==> config.mk <==
export PLATFORM = sky130hd
export DESIGN_NAME = least_squares_line_fit
export DESIGN_NICKNAME = d
export VERILOG_FILES = /design/src/lslf_pkg.sv /design/src/lslf_seq_unit.sv /design/src/least_squares_line_fit.sv
export SDC_FILE = /design/constraint.sdc
export NUM_CORES = 2
export LEC_CHECK = 0
export ABC_AREA = 1
export BUFFER_PORTS_ARGS = -buffer_cell sky130_fd_sc_hd__buf_2
export CORE_MARGIN = 10
export CORE_UTILIZATION = 50
export CTS_CLUSTER_DIAMETER = 100
export CTS_CLUSTER_SIZE = 8
export DETAILED_ROUTE_END_ITERATION = 12
export MAX_ROUTING_LAYER = met4
export PLACE_DENSITY = 0.77
export SYNTH_ARGS = -nofsm -noshare
export SYNTH_HDL_FRONTEND = slang
export SYNTH_SLANG_ARGS = --single-unit
==> constraint.sdc <==
create_clock -name i_clk -period 8.9 [get_ports i_clk]
set_clock_uncertainty 0.15 [all_clocks]
set_input_delay 1.78 -clock i_clk [delete_from_list [all_inputs] [get_ports i_clk]]
set_output_delay 1.78 -clock i_clk [all_outputs]
set_load 0.005 [all_outputs]
==> src/lslf_pkg.sv <==
// shared widths, codes and interface types of the line fit block
package lslf_pkg;

    // sample limits and fixed-point format
    localparam int MAX_SAMPLES = 1024;
    localparam int FRAC_BITS   = 16;
    localparam int X_W         = 16;
    localparam int CNT_W       = $clog2(MAX_SAMPLES + 1);
    localparam int SX_W        = X_W + CNT_W;
    localparam int SXX_W       = 2 * X_W + CNT_W;
    localparam int COEF_W      = 48;
    localparam int PRED_W      = 32;

    // shared unit operand and result widths
    localparam int MULA_W = (SXX_W > COEF_W) ? SXX_W : COEF_W;
    localparam int MULB_W = SX_W;
    localparam int PROD_W = MULA_W + MULB_W;
    localparam int D_W    = CNT_W + SXX_W;
    localparam int OPR_W  = (D_W > MULA_W) ? D_W : MULA_W;
    localparam int ALU_W  = (PROD_W > D_W) ? PROD_W : D_W + 1;
    localparam int DIVN_W = PROD_W + FRAC_BITS;
    localparam int ITER_W = $clog2(DIVN_W);

    // prediction accumulator and its scaled-down form
    localparam int ACC_W = COEF_W + X_W + 1;
    localparam int Q_W   = ACC_W - FRAC_BITS;

    localparam logic [PRED_W-1:0] DEFAULT_PREDICTION = PRED_W'(1000);

    // shared unit operation codes
    typedef enum logic {
        OP_MUL = 1'b0,
        OP_DIV = 1'b1
    } t_unit_op;

    typedef struct packed {
        logic     start;
        t_unit_op op;
    } t_unit_req;

    typedef struct packed {
        logic busy;
        logic done;
    } t_unit_sts;

endpackage

==> src/lslf_seq_unit.sv <==
// shared bit-serial multiply and restoring divide unit around one wide adder
module lslf_seq_unit (
    input  logic                            i_clk,
    input  logic                            i_rst_n,
    input  lslf_pkg::t_unit_req             i_req,
    input  logic [lslf_pkg::MULA_W-1:0]     i_mul_a,
    input  logic [lslf_pkg::MULB_W-1:0]     i_mul_b,
    input  logic [lslf_pkg::DIVN_W-1:0]     i_div_n,
    input  logic [lslf_pkg::D_W-1:0]        i_div_d,
    output lslf_pkg::t_unit_sts             o_sts,
    output logic [lslf_pkg::PROD_W-1:0]     o_prod,
    output logic [lslf_pkg::DIVN_W-1:0]     o_quot
);

    logic                           r_busy, n_busy;
    logic                           r_done, n_done;
    lslf_pkg::t_unit_op             r_op, n_op;
    logic [lslf_pkg::ITER_W-1:0]    r_cnt, n_cnt;
    logic [lslf_pkg::ALU_W-1:0]     r_acc, n_acc;
    logic [lslf_pkg::DIVN_W-1:0]    r_sh, n_sh;
    logic [lslf_pkg::OPR_W-1:0]     r_opr, n_opr;

    logic                           top_bit;
    logic [lslf_pkg::ALU_W-1:0]     add_a, add_b;
    logic                           add_cin;
    logic [lslf_pkg::ALU_W:0]       add_sum;
    logic                           ge;
    logic                           last_step;

    // the one adder: shift-add step or trial subtract
    always_comb begin
        top_bit = r_sh[lslf_pkg::DIVN_W-1];
        if (r_op == lslf_pkg::OP_MUL) begin
            add_a   = {r_acc[lslf_pkg::ALU_W-2:0], 1'b0};
            add_b   = top_bit ? lslf_pkg::ALU_W'(r_opr) : '0;
            add_cin = 1'b0;
        end else begin
            add_a   = lslf_pkg::ALU_W'({r_acc[lslf_pkg::D_W-1:0], top_bit});
            add_b   = ~lslf_pkg::ALU_W'(r_opr);
            add_cin = 1'b1;
        end
        add_sum = {1'b0, add_a} + {1'b0, add_b} + (lslf_pkg::ALU_W + 1)'(add_cin);
        ge      = add_sum[lslf_pkg::ALU_W];
    end

    // iteration count and next state
    always_comb begin
        last_step = (r_op == lslf_pkg::OP_MUL)
                  ? (r_cnt == lslf_pkg::ITER_W'(lslf_pkg::MULB_W - 1))
                  : (r_cnt == lslf_pkg::ITER_W'(lslf_pkg::DIVN_W - 1));
        n_busy = r_busy;
        n_done = 1'b0;
        n_op   = r_op;
        n_cnt  = r_cnt;
        n_acc  = r_acc;
        n_sh   = r_sh;
        n_opr  = r_opr;
        if (i_req.start) begin
            n_busy = 1'b1;
            n_op   = i_req.op;
            n_cnt  = '0;
            n_acc  = '0;
            if (i_req.op == lslf_pkg::OP_MUL) begin
                n_sh  = {i_mul_b, {(lslf_pkg::DIVN_W - lslf_pkg::MULB_W){1'b0}}};
                n_opr = lslf_pkg::OPR_W'(i_mul_a);
            end else begin
                n_sh  = i_div_n;
                n_opr = lslf_pkg::OPR_W'(i_div_d);
            end
        end else if (r_busy) begin
            n_cnt = r_cnt + 1'b1;
            if (r_op == lslf_pkg::OP_MUL) begin
                n_acc = add_sum[lslf_pkg::ALU_W-1:0];
                n_sh  = {r_sh[lslf_pkg::DIVN_W-2:0], 1'b0};
            end else begin
                n_acc = ge ? add_sum[lslf_pkg::ALU_W-1:0] : add_a;
                n_sh  = {r_sh[lslf_pkg::DIVN_W-2:0], ge};
            end
            if (last_step) begin
                n_busy = 1'b0;
                n_done = 1'b1;
            end
        end
    end

    // control registers
    always_ff @(posedge i_clk) begin
        if (!i_rst_n) begin
            r_busy <= 1'b0;
            r_done <= 1'b0;
            r_op   <= lslf_pkg::OP_MUL;
            r_cnt  <= '0;
        end else begin
            r_busy <= n_busy;
            r_done <= n_done;
            r_op   <= n_op;
            r_cnt  <= n_cnt;
        end
    end

    // datapath registers
    always_ff @(posedge i_clk) begin
        r_acc <= n_acc;
        r_sh  <= n_sh;
        r_opr <= n_opr;
    end

    assign o_sts.busy = r_busy;
    assign o_sts.done = r_done;
    assign o_prod     = r_acc[lslf_pkg::PROD_W-1:0];
    assign o_quot     = r_sh;

endmodule

==> src/least_squares_line_fit.sv <==
// top level: sample accumulation, line fit sequencer and prediction queries
//
// Streams (time, quantity) training samples and prediction queries. A training
// sample runs through ST_XX, ST_XY and ST_ACC, where the 16x16 products x*x
// and x*y are formed and added to the sums in turn. A sample with tlast set
// then runs the fit: six multiplications and two divisions on the shared
// add/subtract unit, which settles one multiplier bit or one quotient bit per
// cycle, or just two multiplications when the fit is singular. A query takes
// one multiplication, then adds, scales and saturates in ST_Q_SUM and ST_Q_OUT;
// with no model it goes to ST_Q_OUT and answers 1000 with model_valid low. The
// input is not ready while an item is in work; a finished result waits in the
// output register, and a query whose result finds it full holds up the input.
// Reset clears the sums and the model; no clearing pass follows.
module least_squares_line_fit (
    input  logic                        i_clk,
    input  logic                        i_rst_n,
    // input stream
    input  logic                        i_s_axis_tvalid,
    output logic                        o_s_axis_tready,
    // tdata: time_value[15:0], quantity_value[31:16], query_minute[47:32]
    input  logic [47:0]                 i_s_axis_tdata,
    // tuser: command[0], first_sample[1]
    input  logic [1:0]                  i_s_axis_tuser,
    // tlast: last_sample
    input  logic                        i_s_axis_tlast,
    // result stream
    output logic                        o_m_axis_tvalid,
    input  logic                        i_m_axis_tready,
    // tdata: prediction[31:0]
    output logic [31:0]                 o_m_axis_tdata,
    // tuser: model_valid[0]
    output logic [0:0]                  o_m_axis_tuser
);

    typedef enum logic [14:0] {
        ST_IDLE   = 15'h0001,
        ST_XX     = 15'h0002,
        ST_XY     = 15'h0004,
        ST_ACC    = 15'h0008,
        ST_F_P    = 15'h0010,
        ST_F_S    = 15'h0020,
        ST_F_T1   = 15'h0040,
        ST_F_T2   = 15'h0080,
        ST_F_DIVS = 15'h0100,
        ST_F_T3   = 15'h0200,
        ST_F_T4   = 15'h0400,
        ST_F_DIVI = 15'h0800,
        ST_Q_MUL  = 15'h1000,
        ST_Q_SUM  = 15'h2000,
        ST_Q_OUT  = 15'h4000
    } t_state;

    // control and model state
    t_state                             r_state, n_state;
    logic                               r_go, n_go;
    logic [lslf_pkg::CNT_W-1:0]         r_count, n_count;
    logic [lslf_pkg::SX_W-1:0]          r_sum_x, n_sum_x;
    logic [lslf_pkg::SX_W-1:0]          r_sum_y, n_sum_y;
    logic [lslf_pkg::SXX_W-1:0]         r_sum_xx, n_sum_xx;
    logic [lslf_pkg::SXX_W-1:0]         r_sum_xy, n_sum_xy;
    logic [lslf_pkg::COEF_W-1:0]        r_slope, n_slope;
    logic [lslf_pkg::COEF_W-1:0]        r_intercept, n_intercept;
    logic                               r_fitted, n_fitted;
    logic                               r_out_valid, n_out_valid;

    // working registers
    logic [lslf_pkg::X_W-1:0]           r_x, n_x;
    logic [lslf_pkg::X_W-1:0]           r_y, n_y;
    logic [lslf_pkg::X_W-1:0]           r_minute, n_minute;
    logic                               r_add, n_add;
    logic                               r_last, n_last;
    logic [2*lslf_pkg::X_W-1:0]         r_mprod, n_mprod;
    logic [lslf_pkg::PROD_W-1:0]        r_tmp, n_tmp;
    logic                               r_neg, n_neg;
    logic [lslf_pkg::D_W-1:0]           r_den, n_den;
    logic [lslf_pkg::ACC_W-1:0]         r_wide, n_wide;
    logic                               r_nomodel, n_nomodel;
    logic [lslf_pkg::PRED_W-1:0]        r_out_pred, n_out_pred;
    logic                               r_out_flag, n_out_flag;

    // shared unit connections
    lslf_pkg::t_unit_req                u_req;
    lslf_pkg::t_unit_sts                u_sts;
    logic [lslf_pkg::MULA_W-1:0]        u_mul_a;
    logic [lslf_pkg::MULB_W-1:0]        u_mul_b;
    logic [lslf_pkg::DIVN_W-1:0]        u_div_n;
    logic [lslf_pkg::D_W-1:0]           u_div_d;
    logic [lslf_pkg::PROD_W-1:0]        u_prod;
    logic [lslf_pkg::DIVN_W-1:0]        u_quot;

    // input fields
    logic                               in_cmd, in_first, in_last;
    logic [lslf_pkg::X_W-1:0]           in_x, in_y, in_min;
    logic                               in_accept;

    // datapath helpers
    logic [lslf_pkg::PROD_W:0]          diff_ab, diff_ba;
    logic                               tmp_lt_prod;
    logic [lslf_pkg::COEF_W-1:0]        slope_mag;
    logic [lslf_pkg::ACC_W-1:0]         q_bias, q_biased;
    logic [lslf_pkg::Q_W-1:0]           q_val;
    logic                               q_over_pos, q_over_neg;
    logic [lslf_pkg::PRED_W-1:0]        q_pred;
    logic                               out_free;

    assign in_cmd    = i_s_axis_tuser[0];
    assign in_first  = i_s_axis_tuser[1];
    assign in_last   = i_s_axis_tlast;
    assign in_x      = i_s_axis_tdata[15:0];
    assign in_y      = i_s_axis_tdata[31:16];
    assign in_min    = i_s_axis_tdata[47:32];
    assign in_accept = i_s_axis_tvalid && o_s_axis_tready;
    assign out_free  = !r_out_valid || i_m_axis_tready;

    // signed quotient magnitude clipped to the coefficient range
    function automatic logic [lslf_pkg::COEF_W-1:0] sat_coef(
        input logic [lslf_pkg::DIVN_W-1:0] q,
        input logic                        neg
    );
        logic [lslf_pkg::COEF_W-1:0] lim;
        logic [lslf_pkg::COEF_W-1:0] v;
        logic                        over;
        lim  = neg ? {1'b1, {(lslf_pkg::COEF_W-1){1'b0}}}
                   : {1'b0, {(lslf_pkg::COEF_W-1){1'b1}}};
        over = (|q[lslf_pkg::DIVN_W-1:lslf_pkg::COEF_W])
            || (q[lslf_pkg::COEF_W-1:0] > lim);
        v    = over ? lim : q[lslf_pkg::COEF_W-1:0];
        return neg ? (~v + 1'b1) : v;
    endfunction

    // product compares and magnitudes
    always_comb begin
        diff_ab     = {1'b0, r_tmp} - {1'b0, u_prod};
        diff_ba     = {1'b0, u_prod} - {1'b0, r_tmp};
        tmp_lt_prod = diff_ab[lslf_pkg::PROD_W];
        slope_mag   = r_slope[lslf_pkg::COEF_W-1] ? (~r_slope + 1'b1) : r_slope;
    end

    // prediction scaling: truncate toward zero, then clip to 32 bits
    always_comb begin
        q_bias     = r_wide[lslf_pkg::ACC_W-1]
                   ? lslf_pkg::ACC_W'((64'd1 << lslf_pkg::FRAC_BITS) - 64'd1) : '0;
        q_biased   = r_wide + q_bias;
        q_val      = q_biased[lslf_pkg::ACC_W-1:lslf_pkg::FRAC_BITS];
        q_over_pos = !q_val[lslf_pkg::Q_W-1]
                   && (|q_val[lslf_pkg::Q_W-2:lslf_pkg::PRED_W-1]);
        q_over_neg = q_val[lslf_pkg::Q_W-1]
                   && !(&q_val[lslf_pkg::Q_W-2:lslf_pkg::PRED_W-1]);
        if (q_over_pos) begin
            q_pred = {1'b0, {(lslf_pkg::PRED_W-1){1'b1}}};
        end else if (q_over_neg) begin
            q_pred = {1'b1, {(lslf_pkg::PRED_W-1){1'b0}}};
        end else begin
            q_pred = q_val[lslf_pkg::PRED_W-1:0];
        end
    end

    // shared unit operand selection
    always_comb begin
        u_req.start = r_go && !u_sts.busy;
        u_req.op    = lslf_pkg::OP_MUL;
        u_mul_a     = '0;
        u_mul_b     = '0;
        u_div_n     = {r_tmp, {lslf_pkg::FRAC_BITS{1'b0}}};
        u_div_d     = r_den;
        unique case (r_state)
            ST_F_P: begin
                u_mul_a = lslf_pkg::MULA_W'(r_sum_xx);
                u_mul_b = lslf_pkg::MULB_W'(r_count);
            end
            ST_F_S: begin
                u_mul_a = lslf_pkg::MULA_W'(r_sum_x);
                u_mul_b = r_sum_x;
            end
            ST_F_T1: begin
                u_mul_a = lslf_pkg::MULA_W'(r_sum_xy);
                u_mul_b = lslf_pkg::MULB_W'(r_count);
            end
            ST_F_T2: begin
                u_mul_a = lslf_pkg::MULA_W'(r_sum_y);
                u_mul_b = r_sum_x;
            end
            ST_F_T3: begin
                u_mul_a = lslf_pkg::MULA_W'(r_sum_xx);
                u_mul_b = r_sum_y;
            end
            ST_F_T4: begin
                u_mul_a = lslf_pkg::MULA_W'(r_sum_xy);
                u_mul_b = r_sum_x;
            end
            ST_F_DIVS, ST_F_DIVI: begin
                u_req.op = lslf_pkg::OP_DIV;
            end
            ST_Q_MUL: begin
                u_mul_a = lslf_pkg::MULA_W'(slope_mag);
                u_mul_b = lslf_pkg::MULB_W'(r_minute);
            end
            default: begin
                u_req.op = lslf_pkg::OP_MUL;
            end
        endcase
    end

    // sequencer
    always_comb begin
        logic [lslf_pkg::CNT_W-1:0] count_c;
        logic [lslf_pkg::SX_W-1:0]  sx_c, sy_c;
        logic                       add_c;

        n_state     = r_state;
        n_go        = r_go && !u_req.start;
        n_count     = r_count;
        n_sum_x     = r_sum_x;
        n_sum_y     = r_sum_y;
        n_sum_xx    = r_sum_xx;
        n_sum_xy    = r_sum_xy;
        n_slope     = r_slope;
        n_intercept = r_intercept;
        n_fitted    = r_fitted;
        n_out_valid = r_out_valid && !i_m_axis_tready;
        n_x         = r_x;
        n_y         = r_y;
        n_minute    = r_minute;
        n_add       = r_add;
        n_last      = r_last;
        n_mprod     = r_mprod;
        n_tmp       = r_tmp;
        n_neg       = r_neg;
        n_den       = r_den;
        n_wide      = r_wide;
        n_nomodel   = r_nomodel;
        n_out_pred  = r_out_pred;
        n_out_flag  = r_out_flag;

        count_c = in_first ? '0 : r_count;
        sx_c    = in_first ? '0 : r_sum_x;
        sy_c    = in_first ? '0 : r_sum_y;
        add_c   = count_c < lslf_pkg::CNT_W'(lslf_pkg::MAX_SAMPLES);

        unique case (r_state)
            ST_IDLE: begin
                if (in_accept) begin
                    if (!in_cmd) begin
                        // training sample: clear on first, add x and y now
                        n_count  = count_c;
                        n_sum_x  = sx_c;
                        n_sum_y  = sy_c;
                        n_sum_xx = in_first ? '0 : r_sum_xx;
                        n_sum_xy = in_first ? '0 : r_sum_xy;
                        if (add_c) begin
                            n_count = count_c + 1'b1;
                            n_sum_x = sx_c + lslf_pkg::SX_W'(in_x);
                            n_sum_y = sy_c + lslf_pkg::SX_W'(in_y);
                        end
                        n_add   = add_c;
                        n_last  = in_last;
                        n_x     = in_x;
                        n_y     = in_y;
                        n_state = ST_XX;
                    end else if (!r_fitted) begin
                        n_nomodel = 1'b1;
                        n_state   = ST_Q_OUT;
                    end else begin
                        n_nomodel = 1'b0;
                        n_minute  = in_min;
                        n_go      = 1'b1;
                        n_state   = ST_Q_MUL;
                    end
                end
            end
            ST_XX: begin
                n_mprod = (2*lslf_pkg::X_W)'(r_x) * (2*lslf_pkg::X_W)'(r_x);
                n_state = ST_XY;
            end
            ST_XY: begin
                if (r_add) begin
                    n_sum_xx = r_sum_xx + lslf_pkg::SXX_W'(r_mprod);
                end
                n_mprod = (2*lslf_pkg::X_W)'(r_x) * (2*lslf_pkg::X_W)'(r_y);
                n_state = ST_ACC;
            end
            ST_ACC: begin
                if (r_add) begin
                    n_sum_xy = r_sum_xy + lslf_pkg::SXX_W'(r_mprod);
                end
                if (r_last) begin
                    n_go    = 1'b1;
                    n_state = ST_F_P;
                end else begin
                    n_state = ST_IDLE;
                end
            end
            // n*Sxx
            ST_F_P: begin
                if (u_sts.done) begin
                    n_tmp   = u_prod;
                    n_go    = 1'b1;
                    n_state = ST_F_S;
                end
            end
            // Sx*Sx, then the determinant
            ST_F_S: begin
                if (u_sts.done) begin
                    if (!tmp_lt_prod && (diff_ab != '0)) begin
                        n_den   = diff_ab[lslf_pkg::D_W-1:0];
                        n_go    = 1'b1;
                        n_state = ST_F_T1;
                    end else begin
                        n_fitted = 1'b0;
                        n_state  = ST_IDLE;
                    end
                end
            end
            // n*Sxy
            ST_F_T1: begin
                if (u_sts.done) begin
                    n_tmp   = u_prod;
                    n_go    = 1'b1;
                    n_state = ST_F_T2;
                end
            end
            // Sx*Sy, then sign and magnitude of the slope numerator
            ST_F_T2: begin
                if (u_sts.done) begin
                    n_neg   = tmp_lt_prod;
                    n_tmp   = tmp_lt_prod ? diff_ba[lslf_pkg::PROD_W-1:0]
                                          : diff_ab[lslf_pkg::PROD_W-1:0];
                    n_go    = 1'b1;
                    n_state = ST_F_DIVS;
                end
            end
            ST_F_DIVS: begin
                if (u_sts.done) begin
                    n_slope = sat_coef(u_quot, r_neg);
                    n_go    = 1'b1;
                    n_state = ST_F_T3;
                end
            end
            // Sy*Sxx
            ST_F_T3: begin
                if (u_sts.done) begin
                    n_tmp   = u_prod;
                    n_go    = 1'b1;
                    n_state = ST_F_T4;
                end
            end
            // Sx*Sxy, then sign and magnitude of the intercept numerator
            ST_F_T4: begin
                if (u_sts.done) begin
                    n_neg   = tmp_lt_prod;
                    n_tmp   = tmp_lt_prod ? diff_ba[lslf_pkg::PROD_W-1:0]
                                          : diff_ab[lslf_pkg::PROD_W-1:0];
                    n_go    = 1'b1;
                    n_state = ST_F_DIVI;
                end
            end
            ST_F_DIVI: begin
                if (u_sts.done) begin
                    n_intercept = sat_coef(u_quot, r_neg);
                    n_fitted    = 1'b1;
                    n_state     = ST_IDLE;
                end
            end
            // |slope|*minute
            ST_Q_MUL: begin
                if (u_sts.done) begin
                    n_tmp   = u_prod;
                    n_state = ST_Q_SUM;
                end
            end
            // intercept plus signed product
            ST_Q_SUM: begin
                n_wide = {{(lslf_pkg::ACC_W - lslf_pkg::COEF_W){r_intercept[lslf_pkg::COEF_W-1]}},
                          r_intercept}
                       + (r_tmp[lslf_pkg::ACC_W-1:0] ^ {lslf_pkg::ACC_W{r_slope[lslf_pkg::COEF_W-1]}})
                       + lslf_pkg::ACC_W'(r_slope[lslf_pkg::COEF_W-1]);
                n_state = ST_Q_OUT;
            end
            // result beat into the output register
            ST_Q_OUT: begin
                if (out_free) begin
                    n_out_valid = 1'b1;
                    n_out_pred  = r_nomodel ? lslf_pkg::DEFAULT_PREDICTION : q_pred;
                    n_out_flag  = !r_nomodel;
                    n_state     = ST_IDLE;
                end
            end
            default: begin
                n_state = ST_IDLE;
            end
        endcase
    end

    // control and model registers
    always_ff @(posedge i_clk) begin
        if (!i_rst_n) begin
            r_state     <= ST_IDLE;
            r_go        <= 1'b0;
            r_count     <= '0;
            r_sum_x     <= '0;
            r_sum_y     <= '0;
            r_sum_xx    <= '0;
            r_sum_xy    <= '0;
            r_slope     <= '0;
            r_intercept <= '0;
            r_fitted    <= 1'b0;
            r_out_valid <= 1'b0;
        end else begin
            r_state     <= n_state;
            r_go        <= n_go;
            r_count     <= n_count;
            r_sum_x     <= n_sum_x;
            r_sum_y     <= n_sum_y;
            r_sum_xx    <= n_sum_xx;
            r_sum_xy    <= n_sum_xy;
            r_slope     <= n_slope;
            r_intercept <= n_intercept;
            r_fitted    <= n_fitted;
            r_out_valid <= n_out_valid;
        end
    end

    // working registers
    always_ff @(posedge i_clk) begin
        r_x        <= n_x;
        r_y        <= n_y;
        r_minute   <= n_minute;
        r_add      <= n_add;
        r_last     <= n_last;
        r_mprod    <= n_mprod;
        r_tmp      <= n_tmp;
        r_neg      <= n_neg;
        r_den      <= n_den;
        r_wide     <= n_wide;
        r_nomodel  <= n_nomodel;
        r_out_pred <= n_out_pred;
        r_out_flag <= n_out_flag;
    end

    // shared multiply and divide unit
    lslf_seq_unit u_unit (
        .i_clk   (i_clk),
        .i_rst_n (i_rst_n),
        .i_req   (u_req),
        .i_mul_a (u_mul_a),
        .i_mul_b (u_mul_b),
        .i_div_n (u_div_n),
        .i_div_d (u_div_d),
        .o_sts   (u_sts),
        .o_prod  (u_prod),
        .o_quot  (u_quot)
    );

    assign o_s_axis_tready = (r_state == ST_IDLE);
    assign o_m_axis_tvalid = r_out_valid;
    assign o_m_axis_tdata  = r_out_pred;
    assign o_m_axis_tuser  = r_out_flag;

endmodule

== Word-level counts from Yosys, hierarchy flattened ==
Cells that the tools add are included.
Word-level totals
  word-level logic and storage cells: 220
  input bits: 55
  flip-flop bits (word level): 806
  output and inout bits: 35
Cells by class
  multiplexer cells: 75
  $mul: 2
  bitwise operators: 7
  equality and inequality tests: 35
  $lt $le $gt $ge: 2
  add/subtract/negate cells: 15
  reductions and logical operators: 51
Operator list (count)
  $mux W75: 7
  $mux W91: 3
  $mux W48: 5
  $pmux W48 S5: 1
  $pmux W15 S15: 1
  $mux W43: 5
  $mux W15: 13
  $pmux W43 S2: 2
  $pmux W75 S2: 1
  $mux W27: 4
  $pmux W27 S4: 1
  $add A48 B1 Y48 const B: 2
  $not A48 Y48: 2
  $add A43 B32 Y43: 2
  $add A75 B75 Y76: 1
  $add A76 B1 Y76: 1
  $reduce_bool A76 Y1: 1
  $sub A75 B75 Y76: 1
  $not A54 Y75: 1
  $sub A75 B75 Y75: 1
  $add A65 B1 Y65: 1
  $add A65 B16 Y65: 1
  $add A65 B65 Y65: 1
  $xor A65 B65 Y65: 1
  other kinds (53): 128

== Logic depth before layout (Yosys ltp) ==
  depth after elaboration: 8
  mapped depth: 34
  gate-level depth less buffers: 30

== Hierarchy ==
A second synthesis with hierarchy kept.
Second synthesis, totals
  cell total of the unflattened synthesis: 12388
  area, all modules: 83467.6 um2
Modules (own cells, without submodules)
  least_squares_line_fit: cells each 9700, instances 1, area an instance 66510.0 um2, sequential area each 14644.0 um2
  lslf_seq_unit: cells each 2688, instances 1, area an instance 16957.5 um2, sequential area each 6055.8 um2

== Worst setup path after synthesis ==
No wires, ideal clock.
  path type: register -> register
  start point: register r_state[2]
  end point: register r_state[14]
  period minus slack after synthesis: 8.588 ns
  required time: 8.665 ns
  slack: 0.312 ns
  stages on the path, launching flop included: 12
  setup time: 0.085 ns
  data arrival time: 8.353 ns
  buffers on the path: 0
  path through: dfxtp_1 nor2_1 inv_1 nor2_2 inv_1 nor2_1 inv_1 nor2_1 inv_1 nor4_1 o21ai_0 a21oi_1
On the way
  word-level cells in the longest chain between the ends: 4
  elaborated cells on any way between the ends: 29
  those cells by class: eq/ne: 26; mux: 1; reduce/logical: 2
RTL lines
  start: declaration: RTL line least_squares_line_fit.sv:54  | t_state r_state, n_state;
  start signal: assignment: RTL line least_squares_line_fit.sv:409  | r_state <= n_state;
  $eq A15 B1 Y1: RTL line least_squares_line_fit.sv:240, least_squares_line_fit.sv:454
  $logic_and A1 B1 Y1: RTL line least_squares_line_fit.sv:112  | assign in_accept = i_s_axis_tvalid && o_s_axis_tready;
  $ne A2 B1 Y1 (no source line)
  $reduce_and A11 Y1 (no source line)
Several ways; a longest one is shown, not always the timed one.
A chain may end at the register's enable or synchronous reset.

== Worst setup path after layout ==
  start point: register r_x[4] (netlist bit)
  end point: register r_mprod[23] (netlist bit) (data pin)
On the way
  word-level cells in the longest chain between the ends: 2
  elaborated cells on any way between the ends: 3
  those cells by class: mul: 2; mux: 1
RTL lines
  start: declaration: RTL line least_squares_line_fit.sv:67  | logic [lslf_pkg::X_W-1:0] r_x, n_x;
  start signal: assignment: RTL line least_squares_line_fit.sv:425  | r_x <= n_x;
  $mul A16 B16 Y32, on equally long branches: RTL line least_squares_line_fit.sv:279, least_squares_line_fit.sv:272
  $pmux W32 S2 *: RTL line least_squares_line_fit.sv:240  | unique case (r_state)
  named net n_mprod, one bit: RTL line least_squares_line_fit.sv:72  | logic [2*lslf_pkg::X_W-1:0] r_mprod, n_mprod;
  end signal: assignment: RTL line least_squares_line_fit.sv:430  | r_mprod <= n_mprod;
  end: declaration: RTL line least_squares_line_fit.sv:72
The timed path passes the listed nets; every way through them passes the cells marked *.

==> load_flow_metrics.sql <==
INSERT INTO impl_metrics (metric_group, metric, value, unit) VALUES
('cells_and_area', 'post-route-cell-area', '86500', 'um^2'),
('synthesis', 'synth_top_cells_by_count', 'nand2_1 (2502), inv_1 (2051), a21oi_1 (1054)', ''),
('detailed_routing', 'via_total_after_detailed_routing', '82400', ''),
('detailed_routing', 'drt_first_iter_violations', '11600', ''),
('synthesis', 'synth_seq_cells', '806', ''),
('sta', 'actual_transition_at_the_worst_max_transition_pin', '1.51', 'ns'),
('place', 'placement.cell_area', '83200', 'um^2'),
('synthesis', 'synth_cells', '11500', ''),
('power', 'share_comb_of_total_power', '0.632', ''),
('synthesis', 'synth_top_cells_by_area', 'edfxtp_1 (17%), nand2_1 (12%), ha_1 (9.8%)', ''),
('die', 'floorplan.initialDensity', '0.502', ''),
('cts', 'clock_pin_slew_of_the_registers_on_the_worst_case_setup_and_hold_paths', '0.06', 'ns'),
('setup_path', 'critical_path.max_fanout', '19', ''),
('cts', 'cts_root_buf', 'clkbuf_16', ''),
('cts', 'cts-buffers-inserted', '113', ''),
('setup_path', 'worst-r2r-cell-count', '23', ''),
('sta', 'finalHoldViolations', '0', ''),
('synthesis', 'synthDominantCellAreaShare', '0.170', ''),
('cts', 'cts_hold_buffers', '0', ''),
('synthesis', 'net_count_of_the_mapped_netlist', '12500', ''),
('detailed_routing', 'ant_nets', '0', ''),
('grt', 'grt_start_max_net_pins', '115', ''),
('power', 'p_seq_frac', '0.200', ''),
('detailed_routing', 'route.final.wire_length', '358000', 'um'),
('synthesis', 'mean_post_synth_cell_area', '7.01', 'um^2'),
('outcome', 'outcome', 'complete, but fails checks', ''),
('run', 'cap_viol_max_count', '2', ''),
('die', 'chip_height', '421', 'um'),
('outcome', 'violations', 'max-capacitance violations, max-slew violations', ''),
('setup_path', 'worstSetupStartpointType', 'register', ''),
('synthesis', 'yosysSeqAreaShare', '0.257', ''),
('cts', 'clock_latency_late_sink', '0.81', 'ns'),
('place', 'post-dp-hpwl', '292000', 'um'),
('cts', 'postCtsSetupBuffers', '0', ''),
('synthesis', 'synth_ff_type', 'edfxtp_1', ''),
('power', 'internal_power', '12.1', 'mW'),
('detailed_routing', 'avgRoutedWirePerCell', '26.1', 'um'),
('synthesis', 'synth-edff-count', '456', ''),
('place', 'place.detailed.instances', '13500', ''),
('die', 'die-width', '421', 'um'),
('place', 'numPortBuffers', '89', ''),
('hold_path', 'holdCritPathClass', 'reg -> reg', ''),
('power', 'netSwitchingPower', '13.4', 'mW'),
('place', 'final_wtd_congestion', '1.15', ''),
('cells_and_area', 'final_nets', '12500', ''),
('hold_path', 'hold_path_depth', '2', ''),
('power', 'power.leakage', '42.2', 'nW'),
('synthesis', 'netlist_area', '80400', 'um^2'),
('die', 'number_of_top_level_pins', '90', ''),
('power', 'pwr_density_cell', '295', 'nW/um^2'),
('cts', 'h-tree-depth', '3', ''),
('grt', 'number_of_antenna_violations_at_the_first_check_in_global_routing', '20', ''),
('sta', 'finalSetupTns', '0', 'ns'),
('sta', 'timing.final.setup_violations', '0', ''),
('power', 'proportion_of_total_power_due_to_net_switching', '0.525', ''),
('setup_path', 'worst_ep_arrival_time', '8.18', 'ns'),
('sta', 'slew_headroom', '-0.00547', ''),
('die', 'fp.coreArea', '160000', 'um^2'),
('grt', 'global_route.overflow_total', '0', ''),
('cells_and_area', 'count_of_non_filler_cells_in_the_finished_layout', '13700', ''),
('sta', 'fmax', '129', 'MHz'),
('synthesis', 'ys_types', '76', ''),
('die', 'die_area', '177000', 'um^2'),
('cells_and_area', 'area_growth_syn_to_layout', '7.57', '%'),
('grt', 'grt.total_usage', '0.397', ''),
('sta', 'finalMaxSlewViolations', '2', ''),
('cts', 'cts_resized', '0', ''),
('cts', 'clock_tree_from_tritoncts', 'built', ''),
('setup_path', 'timing_worst_setup_path_type', 'reg -> reg', ''),
('sta', 'fin_crit', '7.77', 'ns'),
('sta', 'min_period_over_period', '0.873', '');
## cell usage in the layout (no fill, tap or decap), drive strengths merged, types with 50 or more instances in the layout
| master | instances |
|---|---|
| o211ai | 64 |
| nor3 | 156 |
| dfxtp | 350 |
| o21a | 65 |
| edfxtp | 456 |
| a21oi | 1055 |
| xnor2 | 90 |
| nand2 | 2509 |
| o22ai | 64 |
| clkbuf | 198 |
| ha | 631 |
| inv | 2078 |
| nand3 | 457 |
| a31oi | 114 |
| or2 | 50 |
| nand4 | 80 |
| o21ai | 840 |
| buf | 210 |
| nor2 | 1011 |
| fa | 367 |
| xor2 | 287 |
## metrics by stage
stage,hold WS (ns),util,power (mW),setup WS [ns]
after global routing,0.339,0.540,27.1,0.830
after detailed placement,0.302,0.519,20.6,1.33
after floorplan,0.278,-,15.2,0.312
after CTS,0.311,0.540,25.0,1.30
after global placement,0.296,0.519,20.5,1.52
final,0.313,0.540,25.5,1.13
## power by group through the flow
| stage | Sequential (mW) | Clock [mW] | Combinational, mW |
|---|---|---|---|
| after CTS | 5.07 | 4.30 | 15.6 |
| after global placement | 5.14 | 0 | 15.4 |
| final | 5.11 | 4.30 | 16.1 |
| after detailed placement | 5.14 | 0 | 15.4 |
| after global routing | 5.10 | 4.43 | 17.6 |
| after floorplan | 4.87 | 0 | 10.4 |
## layer usage
metal | GRT usage | up-vias | share of wire | wire length, um
met3 | 0.117 | 938 | 0.13 | 47200
met4 | 0.182 | 0 | 0.057 | 20400
li1 | - | 37300 | - | -
met5 | - | - | 0 | 0
met2 | 0.559 | 5056 | 0.41 | 145000
met1 | 0.522 | 39000 | 0.40 | 145000
## kinds of logic (layout without fill, tap and decap cells)
| kind of cell | count (synthesis) | count (layout) | synth area share |
|---|---|---|---|
| AO/OA/AOI/OAI | 2500 | 2500 | 0.174 |
| XOR/XNOR | 377 | 377 | 0.0410 |
| adder cells (fa/ha/maj) | 998 | 998 | 0.189 |
| buffers and inverters | 2445 | 2500 | 0.115 |
| flip-flops | 806 | 806 | 0.257 |
| multiplexers | 3 | 3 | 0.000404 |
| other | 0 | 9 | 0 |
| AND/OR/NAND/NOR | 4350 | 4350 | 0.222 |
## critical path, stage by stage (launching register included)
cell      delay [ns]
edfxtp_1        0.78
nand2_1         0.17
inv_1           0.08
fa_1            0.54
inv_1           0.06
fa_1            0.49
fa_1            0.51
inv_1           0.04
ha_1            0.31
fa_1            0.54
inv_1           0.05
fa_1            0.52
inv_1           0.04
ha_1            0.39
nand2_1         0.07
o21ai_0         0.57
a21oi_1         0.20
o21ai_0         0.59
a21boi_0        0.43
o21ai_0         0.51
a21oi_1         0.15
xor2_1          0.17
nand2_1         0.07
nand2_1         0.07
## state kept, by name (all words and copies together) (netlist names), 15 cells and up
signal / flops
u_unit.o_prod: 75
r_den: 54
r_sum_x: 27
r_sum_y: 27
r_y: 16
u_unit.o_quot: 91
r_x: 16
r_state: 15
u_unit.r_opr: 54
r_minute: 16
r_tmp: 75
r_mprod: 32
r_slope: 48
r_sum_xx: 43
r_intercept: 48
o_m_axis_tdata: 32
r_sum_xy: 43
r_wide: 65
## path summary, 6_finish.rpt
path / startpoint / end / slack (ns)
max: r_x[4]$_DFFE_PP_ / r_mprod[23]$_DFFE_PP_ / 1.13
min reg2reg: r_sum_xx[35]$_SDFFE_PN0P_ / r_sum_xx[35]$_SDFFE_PN0P_ / 0.31
min: r_sum_xx[35]$_SDFFE_PN0P_ / r_sum_xx[35]$_SDFFE_PN0P_ / 0.31
max reg2reg: r_x[4]$_DFFE_PP_ / r_mprod[23]$_DFFE_PP_ / 1.13
## final cells by class
cell class | instances | area [um^2]
Sequential cell | 806 | 20700
Inverter | 2083 | 7830
Clock inverter | 9 | 130
Antenna cell | 9 | 22.5
Fill cell | 15600 | 73700
Tap cell | 2160 | 2700
Timing Repair Buffer | 210 | 1390
Clock buffer | 198 | 3180
Multi-Input combinational cell | 8228 | 50600
No activity file was read; power rests on OpenSTA's default activity.
